### src/floppy_controller_command_port_defines.svh
// Assertion macros shared by the floppy controller command port RTL.
// Included by the modules that carry concurrent assertions; no dependencies.
`ifndef FLOPPY_CONTROLLER_COMMAND_PORT_DEFINES_SVH
`define FLOPPY_CONTROLLER_COMMAND_PORT_DEFINES_SVH

// Same-cycle implication, disabled during reset.
`define FDC_ASSERT_IMPL(label, clk_s, rst_s, ante, cons, msg) \
    label: assert property (@(posedge clk_s) disable iff (!rst_s) (ante) |-> (cons)) \
        else $error(msg);

// Next-cycle implication, disabled during reset.
`define FDC_ASSERT_NEXT(label, clk_s, rst_s, ante, cons, msg) \
    label: assert property (@(posedge clk_s) disable iff (!rst_s) (ante) |=> (cons)) \
        else $error(msg);

`endif

### src/fdc_pkg.sv
// Package for the floppy controller command port: geometry constants, codes, types.
// No dependencies; imported by the interfaces and all modules.
package fdc_pkg;

    localparam int SECTOR_BYTES      = 128;
    localparam int TRACK_COUNT       = 77;
    localparam int SECTORS_PER_TRACK = 26;
    localparam int DRIVE_COUNT       = 4;
    localparam int ADDR_W            = $clog2(SECTOR_BYTES);

    localparam int CMD_W    = 3;
    localparam int BYTE_W   = 8;
    localparam int INDEX_W  = 7;
    localparam int REQ_W    = 2;
    localparam int DRIVE_W  = 2;
    localparam int LSECT_W  = 11;
    localparam int TRACK_W  = 7;
    localparam int SECT_W   = 5;
    localparam int MASK_W   = 4;
    localparam int REGIDX_W = 1;

    typedef logic [CMD_W-1:0]   cmd_t;
    typedef logic [BYTE_W-1:0]  byte_t;
    typedef logic [INDEX_W-1:0] index_t;
    typedef logic [REQ_W-1:0]   req_t;
    typedef logic [DRIVE_W-1:0] drive_t;
    typedef logic [LSECT_W-1:0] lsect_t;
    typedef logic [TRACK_W-1:0] track_t;
    typedef logic [SECT_W-1:0]  sect_t;
    typedef logic [MASK_W-1:0]  mask_t;
    typedef logic [REGIDX_W-1:0] regidx_t;

    // Bus item kinds
    localparam cmd_t ITEM_LATCH = 3'd0;
    localparam cmd_t ITEM_CMD   = 3'd1;
    localparam cmd_t ITEM_READ  = 3'd2;
    localparam cmd_t ITEM_FILL  = 3'd3;
    localparam cmd_t ITEM_DRAIN = 3'd4;

    // Command opcodes
    localparam byte_t OP_STATUS  = 8'h00;
    localparam byte_t OP_READ    = 8'h03;
    localparam byte_t OP_WRITE   = 8'h05;
    localparam byte_t OP_CHECK   = 8'h07;
    localparam byte_t OP_SEEK    = 8'h09;
    localparam byte_t OP_CLEAR   = 8'h0b;
    localparam byte_t OP_RESTORE = 8'h0d;
    localparam byte_t OP_SETTRK  = 8'h11;
    localparam byte_t OP_SELECT  = 8'h21;
    localparam byte_t OP_WRBUF   = 8'h31;
    localparam byte_t OP_RDBUF   = 8'h40;
    localparam byte_t OP_SHIFT   = 8'h41;
    localparam byte_t OP_SRESET  = 8'h81;

    // Error bits
    localparam byte_t ERR_BUSY   = 8'h01;
    localparam byte_t ERR_SEEK   = 8'h02;
    localparam byte_t ERR_CRC    = 8'h08;
    localparam byte_t ERR_WPROT  = 8'h10;
    localparam byte_t ERR_NREADY = 8'h20;

    // Media requests
    localparam req_t REQ_NONE  = 2'd0;
    localparam req_t REQ_READ  = 2'd1;
    localparam req_t REQ_WRITE = 2'd2;

    // Configuration register indexes
    localparam regidx_t REG_PRESENT  = 1'd0;
    localparam regidx_t REG_WRITABLE = 1'd1;

    typedef enum logic {
        ST_IDLE,
        ST_EXEC
    } state_t;

    typedef struct packed {
        logic capture;
        logic exec;
    } ctl_t;

endpackage

### src/fdc_dp.sv
// Datapath: controller registers, per-drive tracks, error bits, both sector buffers.
// Depends on fdc_pkg and the assertion macro header; driven by fdc_ctrl strobes.
`include "floppy_controller_command_port_defines.svh"

module fdc_dp
    import fdc_pkg::*;
(
    input  logic    clk,
    input  logic    rst_n,
    input  ctl_t    ctl,
    input  logic    wr_en,
    input  regidx_t reg_index,
    input  mask_t   wr_data,
    input  cmd_t    cmd,
    input  byte_t   data,
    input  index_t  byte_index,
    output byte_t   read_data,
    output req_t    media_request,
    output drive_t  media_drive,
    output lsect_t  media_sector
);

    mask_t  present_reg, writable_reg;
    track_t drive_track_reg [DRIVE_COUNT];
    track_t drive_track_next[DRIVE_COUNT];
    drive_t drive_reg, drive_next;
    sect_t  sector_reg, sector_next;
    byte_t  target_reg, target_next;
    byte_t  out_latch_reg, out_latch_next;
    byte_t  in_latch_reg, in_latch_next;
    byte_t  err_reg, err_next;
    byte_t  rd_ptr_reg, rd_ptr_next;
    byte_t  wr_ptr_reg, wr_ptr_next;
    byte_t  wr_fill_reg, wr_fill_next;

    cmd_t   cmd_reg;
    byte_t  data_reg;
    index_t idx_reg;

    byte_t  rd_mem [SECTOR_BYTES];
    byte_t  wr_mem [SECTOR_BYTES];
    logic [SECTOR_BYTES-1:0] rd_vld_reg, wr_vld_reg;
    byte_t  rd_q_reg, wr_q_reg;
    logic   rd_qv_reg, wr_qv_reg;

    byte_t  read_data_reg, read_data_next;
    req_t   req_reg, req_next;
    drive_t mdrive_reg, mdrive_next;
    lsect_t msector_reg, msector_next;

    logic   drv_ready, drv_writable, place_ok, soft_clr, fill_we, wrbuf_we;
    byte_t  place_err, status, rd_step, rd_view, rd_sel;
    track_t cur_track;
    lsect_t lsect;
    logic [ADDR_W-1:0] rd_addr;

    assign cur_track    = drive_track_reg[drive_reg];
    assign drv_ready    = (32'(drive_reg) < DRIVE_COUNT) && present_reg[drive_reg];
    assign drv_writable = writable_reg[drive_reg];
    assign lsect        = LSECT_W'(cur_track) * LSECT_W'(SECTORS_PER_TRACK)
                          + LSECT_W'(sector_reg) - LSECT_W'(1);
    assign rd_step      = (rd_ptr_reg < BYTE_W'(SECTOR_BYTES)) ? rd_ptr_reg + 8'd1
                                                                : rd_ptr_reg;
    assign rd_sel       = (cmd == ITEM_CMD && data == OP_SHIFT) ? rd_step : rd_ptr_reg;
    assign rd_addr      = rd_sel[ADDR_W-1:0];
    assign rd_view      = (data_reg == OP_SHIFT) ? rd_step : rd_ptr_reg;

    always_comb
    begin
        place_err = '0;
        if (!drv_ready)
            place_err = ERR_NREADY;
        else if (cur_track >= TRACK_W'(TRACK_COUNT))
            place_err = ERR_SEEK | ERR_CRC;
        else if (sector_reg == '0 || sector_reg > SECT_W'(SECTORS_PER_TRACK))
            place_err = ERR_CRC;
        place_ok = (place_err == '0);
    end

    always_comb
    begin
        status = err_reg & ~ERR_BUSY;
        if (!drv_ready)
            status = status | ERR_NREADY;
        else if (!drv_writable)
            status = status | ERR_WPROT;
    end

    always_comb
    begin
        drive_track_next = drive_track_reg;
        drive_next       = drive_reg;
        sector_next      = sector_reg;
        target_next      = target_reg;
        out_latch_next   = out_latch_reg;
        in_latch_next    = in_latch_reg;
        err_next         = err_reg;
        rd_ptr_next      = rd_ptr_reg;
        wr_ptr_next      = wr_ptr_reg;
        wr_fill_next     = wr_fill_reg;
        read_data_next   = '0;
        req_next         = REQ_NONE;
        mdrive_next      = '0;
        msector_next     = '0;
        soft_clr         = 1'b0;
        fill_we          = 1'b0;
        wrbuf_we         = 1'b0;
        if (ctl.exec)
        begin
            case (cmd_reg)
                ITEM_LATCH:
                    out_latch_next = data_reg;
                ITEM_READ:
                    read_data_next = in_latch_reg;
                ITEM_FILL:
                    fill_we = (32'(idx_reg) < SECTOR_BYTES);
                ITEM_DRAIN:
                    if (32'(idx_reg) < SECTOR_BYTES && wr_qv_reg)
                        read_data_next = wr_q_reg;
                ITEM_CMD:
                begin
                    case (data_reg)
                        OP_STATUS:
                            in_latch_next = status;
                        OP_READ:
                        begin
                            err_next = err_reg | place_err;
                            if (place_ok)
                            begin
                                req_next     = REQ_READ;
                                mdrive_next  = drive_reg;
                                msector_next = lsect;
                                rd_ptr_next  = '0;
                            end
                        end
                        OP_WRITE:
                        begin
                            err_next = err_reg | place_err;
                            if (place_ok)
                            begin
                                if (!drv_writable)
                                    err_next = err_reg | ERR_WPROT | ERR_NREADY;
                                else if (wr_fill_reg < BYTE_W'(SECTOR_BYTES))
                                    err_next = err_reg | ERR_CRC;
                                else
                                begin
                                    req_next     = REQ_WRITE;
                                    mdrive_next  = drive_reg;
                                    msector_next = lsect;
                                    wr_ptr_next  = '0;
                                end
                            end
                        end
                        OP_CHECK:
                            err_next = err_reg | place_err;
                        OP_SEEK:
                        begin
                            if (!drv_ready)
                                err_next = err_reg | ERR_NREADY;
                            else if (target_reg >= BYTE_W'(TRACK_COUNT))
                                err_next = err_reg | ERR_SEEK | ERR_CRC;
                            else
                                drive_track_next[drive_reg] = target_reg[TRACK_W-1:0];
                        end
                        OP_CLEAR:
                            err_next = '0;
                        OP_RESTORE:
                        begin
                            if (!drv_ready)
                                err_next = err_reg | ERR_NREADY;
                            drive_track_next[drive_reg] = '0;
                        end
                        OP_SETTRK:
                            target_next = out_latch_reg;
                        OP_SELECT:
                        begin
                            drive_next  = out_latch_reg[7:6];
                            sector_next = out_latch_reg[SECT_W-1:0];
                        end
                        OP_WRBUF:
                        begin
                            if (wr_ptr_reg < BYTE_W'(SECTOR_BYTES))
                            begin
                                wrbuf_we     = 1'b1;
                                wr_ptr_next  = wr_ptr_reg + 8'd1;
                                wr_fill_next = wr_ptr_reg + 8'd1;
                            end
                            else
                                err_next = err_reg | ERR_CRC;
                        end
                        OP_RDBUF, OP_SHIFT:
                        begin
                            rd_ptr_next = rd_view;
                            if (rd_view < BYTE_W'(SECTOR_BYTES))
                                in_latch_next = rd_qv_reg ? rd_q_reg : '0;
                            else
                                in_latch_next = 8'hff;
                        end
                        OP_SRESET:
                        begin
                            soft_clr       = 1'b1;
                            drive_next     = '0;
                            sector_next    = SECT_W'(1);
                            target_next    = '0;
                            out_latch_next = '0;
                            in_latch_next  = '0;
                            err_next       = '0;
                            rd_ptr_next    = '0;
                            wr_ptr_next    = '0;
                            wr_fill_next   = '0;
                        end
                        default:
                            err_next = err_reg;
                    endcase
                end
                default:
                    read_data_next = '0;
            endcase
        end
    end

    always_ff @(posedge clk or negedge rst_n)
    begin
        if (!rst_n)
        begin
            present_reg   <= '0;
            writable_reg  <= '0;
            for (int i = 0; i < DRIVE_COUNT; i++)
                drive_track_reg[i] <= '0;
            drive_reg     <= '0;
            sector_reg    <= SECT_W'(1);
            target_reg    <= '0;
            out_latch_reg <= '0;
            in_latch_reg  <= '0;
            err_reg       <= '0;
            rd_ptr_reg    <= '0;
            wr_ptr_reg    <= '0;
            wr_fill_reg   <= '0;
            rd_vld_reg    <= '0;
            wr_vld_reg    <= '0;
        end
        else
        begin
            if (wr_en)
            begin
                case (reg_index)
                    REG_PRESENT:  present_reg  <= wr_data;
                    REG_WRITABLE: writable_reg <= wr_data;
                    default:      present_reg  <= present_reg;
                endcase
            end
            drive_track_reg <= drive_track_next;
            drive_reg       <= drive_next;
            sector_reg      <= sector_next;
            target_reg      <= target_next;
            out_latch_reg   <= out_latch_next;
            in_latch_reg    <= in_latch_next;
            err_reg         <= err_next;
            rd_ptr_reg      <= rd_ptr_next;
            wr_ptr_reg      <= wr_ptr_next;
            wr_fill_reg     <= wr_fill_next;
            if (soft_clr)
            begin
                rd_vld_reg <= '0;
                wr_vld_reg <= '0;
            end
            else
            begin
                if (fill_we)
                    rd_vld_reg[idx_reg[ADDR_W-1:0]] <= 1'b1;
                if (wrbuf_we)
                    wr_vld_reg[wr_ptr_reg[ADDR_W-1:0]] <= 1'b1;
            end
        end
    end

    always_ff @(posedge clk)
    begin
        if (fill_we)
            rd_mem[idx_reg[ADDR_W-1:0]] <= data_reg;
        if (wrbuf_we)
            wr_mem[wr_ptr_reg[ADDR_W-1:0]] <= out_latch_reg;
        if (ctl.capture)
        begin
            cmd_reg   <= cmd;
            data_reg  <= data;
            idx_reg   <= byte_index;
            rd_q_reg  <= rd_mem[rd_addr];
            rd_qv_reg <= rd_vld_reg[rd_addr];
            wr_q_reg  <= wr_mem[byte_index[ADDR_W-1:0]];
            wr_qv_reg <= wr_vld_reg[byte_index[ADDR_W-1:0]];
        end
        if (ctl.exec)
        begin
            read_data_reg <= read_data_next;
            req_reg       <= req_next;
            mdrive_reg    <= mdrive_next;
            msector_reg   <= msector_next;
        end
    end

    assign read_data     = read_data_reg;
    assign media_request = req_reg;
    assign media_drive   = mdrive_reg;
    assign media_sector  = msector_reg;

    `FDC_ASSERT_IMPL(a_rd_ptr_bound, clk, rst_n, 1'b1, rd_ptr_reg <= BYTE_W'(SECTOR_BYTES), "read pointer past buffer")
    `FDC_ASSERT_IMPL(a_wr_ptr_bound, clk, rst_n, 1'b1, wr_ptr_reg <= BYTE_W'(SECTOR_BYTES), "write pointer past buffer")
    `FDC_ASSERT_NEXT(a_req_only_cmd, clk, rst_n, ctl.exec && cmd_reg != ITEM_CMD, media_request == REQ_NONE, "request from non-command beat")

endmodule

### config.mk
export PLATFORM = sky130hd
export DESIGN_NAME = fdc_dp
export DESIGN_NICKNAME = d
export VERILOG_FILES = /design/src/fdc_pkg.sv /design/src/fdc_dp.sv
export VERILOG_INCLUDE_DIRS = /design/src /design/src/src
export SDC_FILE = /design/constraint.sdc
export NUM_CORES = 2
export LEC_CHECK = 0
export BUFFER_PORTS_ARGS = -buffer_cell sky130_fd_sc_hd__buf_2
export CAP_MARGIN = 15
export CELL_PAD_IN_SITES_DETAIL_PLACEMENT = 1
export CELL_PAD_IN_SITES_GLOBAL_PLACEMENT = 1
export CORE_MARGIN = 2
export CORE_UTILIZATION = 30
export DETAILED_ROUTE_END_ITERATION = 8
export PLACE_DENSITY = 0.53
export SYNTH_ARGS = -nofsm -noshare
export SYNTH_HDL_FRONTEND = slang
export SYNTH_SLANG_ARGS = --single-unit
### constraint.sdc
create_clock -name clk -period 12.8 [get_ports clk]
set_input_delay 2.56 -clock clk [delete_from_list [all_inputs] [get_ports clk]]
set_output_delay 2.56 -clock clk [all_outputs]
set_load 0.01 [all_outputs]
# Word level (Yosys, flattened, before mapping)
# Memories as Yosys holds them, arrays and structs flattened. A register that Yosys moved wholly into a read port is not among the register bits.
# Cells that the tools add are included.
# word_totals
reg_bits	398
ramBits	2048
wordCells	224
memories	2
# op_classes
n_addsub	4
mul	1
order_cmp	16
eq_ne	33
mux	87
bitwise_logic	10
reduce_logical	41
# memory_table
memory	depth	word_bits	read_ports	rd_ports_with_merged_regs	wr	line_no	source
rd_mem	128	8	1	1	1	fdc_dp.sv:40	byte_t rd_mem [SECTOR_BYTES];
wr_mem	128	8	1	1	1	fdc_dp.sv:41	byte_t wr_mem [SECTOR_BYTES];
# ops
operator	count
two-way mux 128 bit	4
bitwise OR 128 bit	2
two-way mux 8 bit	16
one-hot mux 8 bit (3 select lines)	3
one-hot mux 8 bit (2 select lines)	4
two-way mux 28 bit	2
one-hot mux 28 bit (2 select lines)	1
one-hot mux 8 bit (6 select lines)	1
two-way mux 11 bit	4
less-than comparator 7 x 8 -> 1 bit (second input constant)	4
less-than comparator 8 bit (second input constant)	4
bitwise AND 28 bit	1
bitwise mux 28 bit	1
two-way mux 7 bit	4
NOT 28 bit	1
== test 8 x 4 -> 1 bit (second input constant)	3
== test 8 x 7 -> 1 bit (second input constant)	3
inequality test 2 bit (second input constant)	11
one-hot mux 11 bit (2 select lines)	1
AND reduction 7 bit	3
two-way mux 1 bit	20
two-way mux 6 bit	3
adder 8 x 1 -> 8 bit (second input constant)	2
== test 8 x 3 -> 1 bit (second input constant)	2
49 further kinds	92

# Longest topological paths before layout
# logic_depth
word_depth	12
ltp_mapped	20

# Worst setup path after synthesis
# OpenSTA, ideal clock, no wires.
# synth_path
kind	input port to flip-flop
start	in byte_index[0]
end	reg wr_q_reg[0] (read register of wr_mem), data pin
setup_time_ns	0.260
arrival_ns	5.366
required_ns	12.540
slack_ns	7.174
path_stages	7
n_path_buf	3
path_cell_list	clkbuf_1 -> buf_2 -> buf_1 -> mux4_2 -> mux4_2 -> mux4_2 -> mux2_2
# synth_lines
item	line_no	source
from (decl)	fdc_dp.sv:16	input index_t byte_index,
to (decl)	fdc_dp.sv:43	byte_t rd_q_reg, wr_q_reg;

# Worst setup path after layout
# layout_path
start	in data[5]
end	reg rd_q_reg[2] (read register of rd_mem), data pin
# layout_via
elab_chain_cells	3
# layout_rtl
item	line_no	source
from (decl)	fdc_dp.sv:15	input byte_t data,
== test 8 x 7 -> 1 bit	fdc_dp.sv:64	assign rd_sel = (cmd == ITEM_CMD && data == OP_SHIFT) ? rd_step : rd_ptr_reg;
logical AND 1 bit	fdc_dp.sv:64	
two-way mux 7 bit	fdc_dp.sv:64	
to (decl)	fdc_dp.sv:43	
# No other way between the ends.
# A chain may end at the register's enable or synchronous reset.

==> run metrics <==
antenna violations before repair 13; final WL 317000 um; cell area after synthesis 103000 um2; vias in the first global route 61000; max-cap violation count 0; Design Power 17900 uW; area grow syn2layout 14.6%; worst hold endpoint drive_track_reg[11]; sw frac 0.230; Logic pwr share 0.043; largest area contributor in the netlist edfxtp_1; critical path required time 13.59 ns; Wirelength per Cell 28.2 um; Iter 0 DRT Violations 5154; f_max 141 MHz; critical path class in2reg; Port-buffer cells 50; Setup-failing EPs final 0; die height 590 um; r2r setup slk 7.01 ns; VDD IR max 0.114 mV; startpoint types input port; post-route clock skew 0.0905 ns; CTS buffer count 279; PostCTS Resize Cnt 0; crit-path max FO 142; sequential element share of the synthesized area 0.699; CTS Buffer Depth 4; GRT overflow 0; drt drc 0; CP Capture Type flop; clk slew on worst S/H paths 0.07 ns; CP Data Arrival Time 7.88 ns; min-delay src drive_track_reg[11]; Total GRT Usage 0.180; first-pass GRT wire length 457000 um; slew of the pin with the lowest slew margin 1.23 ns; share of the synthesized area in the top cell type 0.615; setup TNS 0 ns; clock share of power 0.446; floorplan row count 215; asr flop ratio synth 0.140; fin crit share 0.555; CTS Root Cell clkbuf_16; initial core utilization 0.301; Lkg Pwr 0.0381 uW; Pre-antenna DRT Iters 7; outcome finished, final reports clean; pin count of the biggest net entering global routing 143; Final min period 7.10 ns; largest cells by area after synthesis edfxtp_1 61%, mux4_2 11%, dfrtp_1 8.3%; Yosys warning count 0; post-CTS setup buffers 0; NetSw 4120 uW; Slew headroom 0.172; die area 348000 um2; depth of the worst register-to-register path 12; number of flops mapped to enable cells by yosys 2107; HP Class reg2reg; DR vias/cell 5.21; Seq pwr share 0.511; WHS Path Cells 2; number of top-level pins 51; RSZ-0062 raised after global routing no; Post-CTS Hold Fix Bufs 0; Post-synth top flop edfxtp_1; clk sinks 2451; fraction of layout cells with a size suffix above 1 0.175; CTS tree done; clk_lat worst skew 0.91 ns; Antenna Nets Post-Route 0; CORE AREA 342000 um2; pwr/cell area 152 nW/um2; cells after synthesis 6349; die extent in x 590 um; post-DP HPWL 194000 um; reg2reg start rd_ptr_reg[1]; synth unique cells 78; Vias 58600; final slew viol count 0; Mapped Nets 6418; syn avg cell area 16.2 um2; synthesis-stage register bit count 2451; Final Hold Viols 0; final-stage net count 6521; fill count 34800; number of H-tree levels 5; Routability Congestion 0.815; Pint 13800 uW; reg-to-reg critical path endpoint rd_q_reg[2]
logic make-up after synthesis:
group | after synthesis | synth area share
and+or+nand+nor | 1616 | 0.0673
adders and majority gates | 41 | 0.00535
muxes | 1025 | 0.160
DFF | 2451 | 0.699
AOI/OAI and AO/OA | 746 | 0.0482
xor gates and xnor gates | 26 | 0.00229
buffers and inverters | 444 | 0.0180
worst max path at each step:
stage	slack, ns	to	start
floorplan	7.17	wr_q_reg[0]	byte_index[0]
global placement	4.22	rd_q_reg[3]	data[1]
detailed placement	4.94	rd_q_reg[0]	data[1]
CTS	5.93	rd_q_reg[0]	data[1]
global route	5.64	rd_q_reg[5]	data[1]
finish	5.70	rd_q_reg[2]	data[5]
cell usage after synthesis, types with 15 or more instances:
cell	n
nor3_1	40
a32oi_1	24
mux2_2	19
mux2i_1	509
nand3_1	216
o22ai_1	41
nor2_1	511
nand2_1	672
o21ai_0	117
dfrtp_1	343
nor4_1	15
a211oi_1	61
mux4_2	497
inv_1	55
ha_1	36
edfxtp_1	2107
nor2b_1	22
a21oi_1	139
buf_1	77
clkbuf_1	209
a31oi_1	67
xnor2_1	17
nand4_1	27
and3_1	33
and2_1	27
o21a_1	176
buf_2	87
layout make-up:
cell class	instances	area (um2)	share of cell area
clock inverter	115	1220	0.0104
timing repair buffer	210	1680	0.0143
multi-input combinational	3454	29300	0.249
sequential	2451	71900	0.610
inverter	56	210	0.00178
tap	4557	5700	0.0484
clock buffer	400	7810	0.0663
antenna	5	12.5	0.000106
per-stage QoR:
stage                     std cells  utilization  setup WS, ns  area [um2]  hold WS, ns
final                         11200        0.345          5.70      118000        0.476
after global routing          11200        0.344          5.64      118000        0.495
after CTS                     11200        0.344          5.93      118000        0.481
after detailed placement      10700        0.318          4.94      109000        0.468
after global placement        10700        0.317          4.22      109000        0.457
after floorplan                6349            -          7.17      103000        0.445
layer usage:
metal	GRT usage	vias up	wire [um]
met3	0.0252	403	16100
met2	0.292	1503	151000
li1	-	25000	-
met1	0.252	31700	142000
met5	0	-	0
met4	0.0474	0	8130
power by group through the flow:
stage	clock [uW]	sequential, uW	combinational (uW)
after floorplan	0	9360	293
final	7980	9140	769
after global routing	8440	9150	825
after detailed placement	0	9310	784
after CTS	8160	9150	785
after global placement	0	9300	758
cells in the final DEF, fill, tap and decap left out, drive strengths merged, types with 140 or more instances in the layout:
master     n
a21oi    140
buf      208
clkbuf   400
dfrtp    343
edfxtp  2107
mux2i    509
mux4     497
nand2    672
nand3    216
nor2     511
o21a     176
worst max-delay path, cell delays in order:
cell	delay [ns]
buf_2	0.11
nor3_2	0.80
and4_4	0.68
a21o_4	0.40
buf_4	0.58
buf_12	0.52
mux2i_1	0.17
a222oi_1	0.41
a211oi_1	0.15
a2111oi_1	0.53
clkdlybuf4s18_2	0.35
and4b_1	0.19
Note: power is estimated with default switching activity, not from simulation.
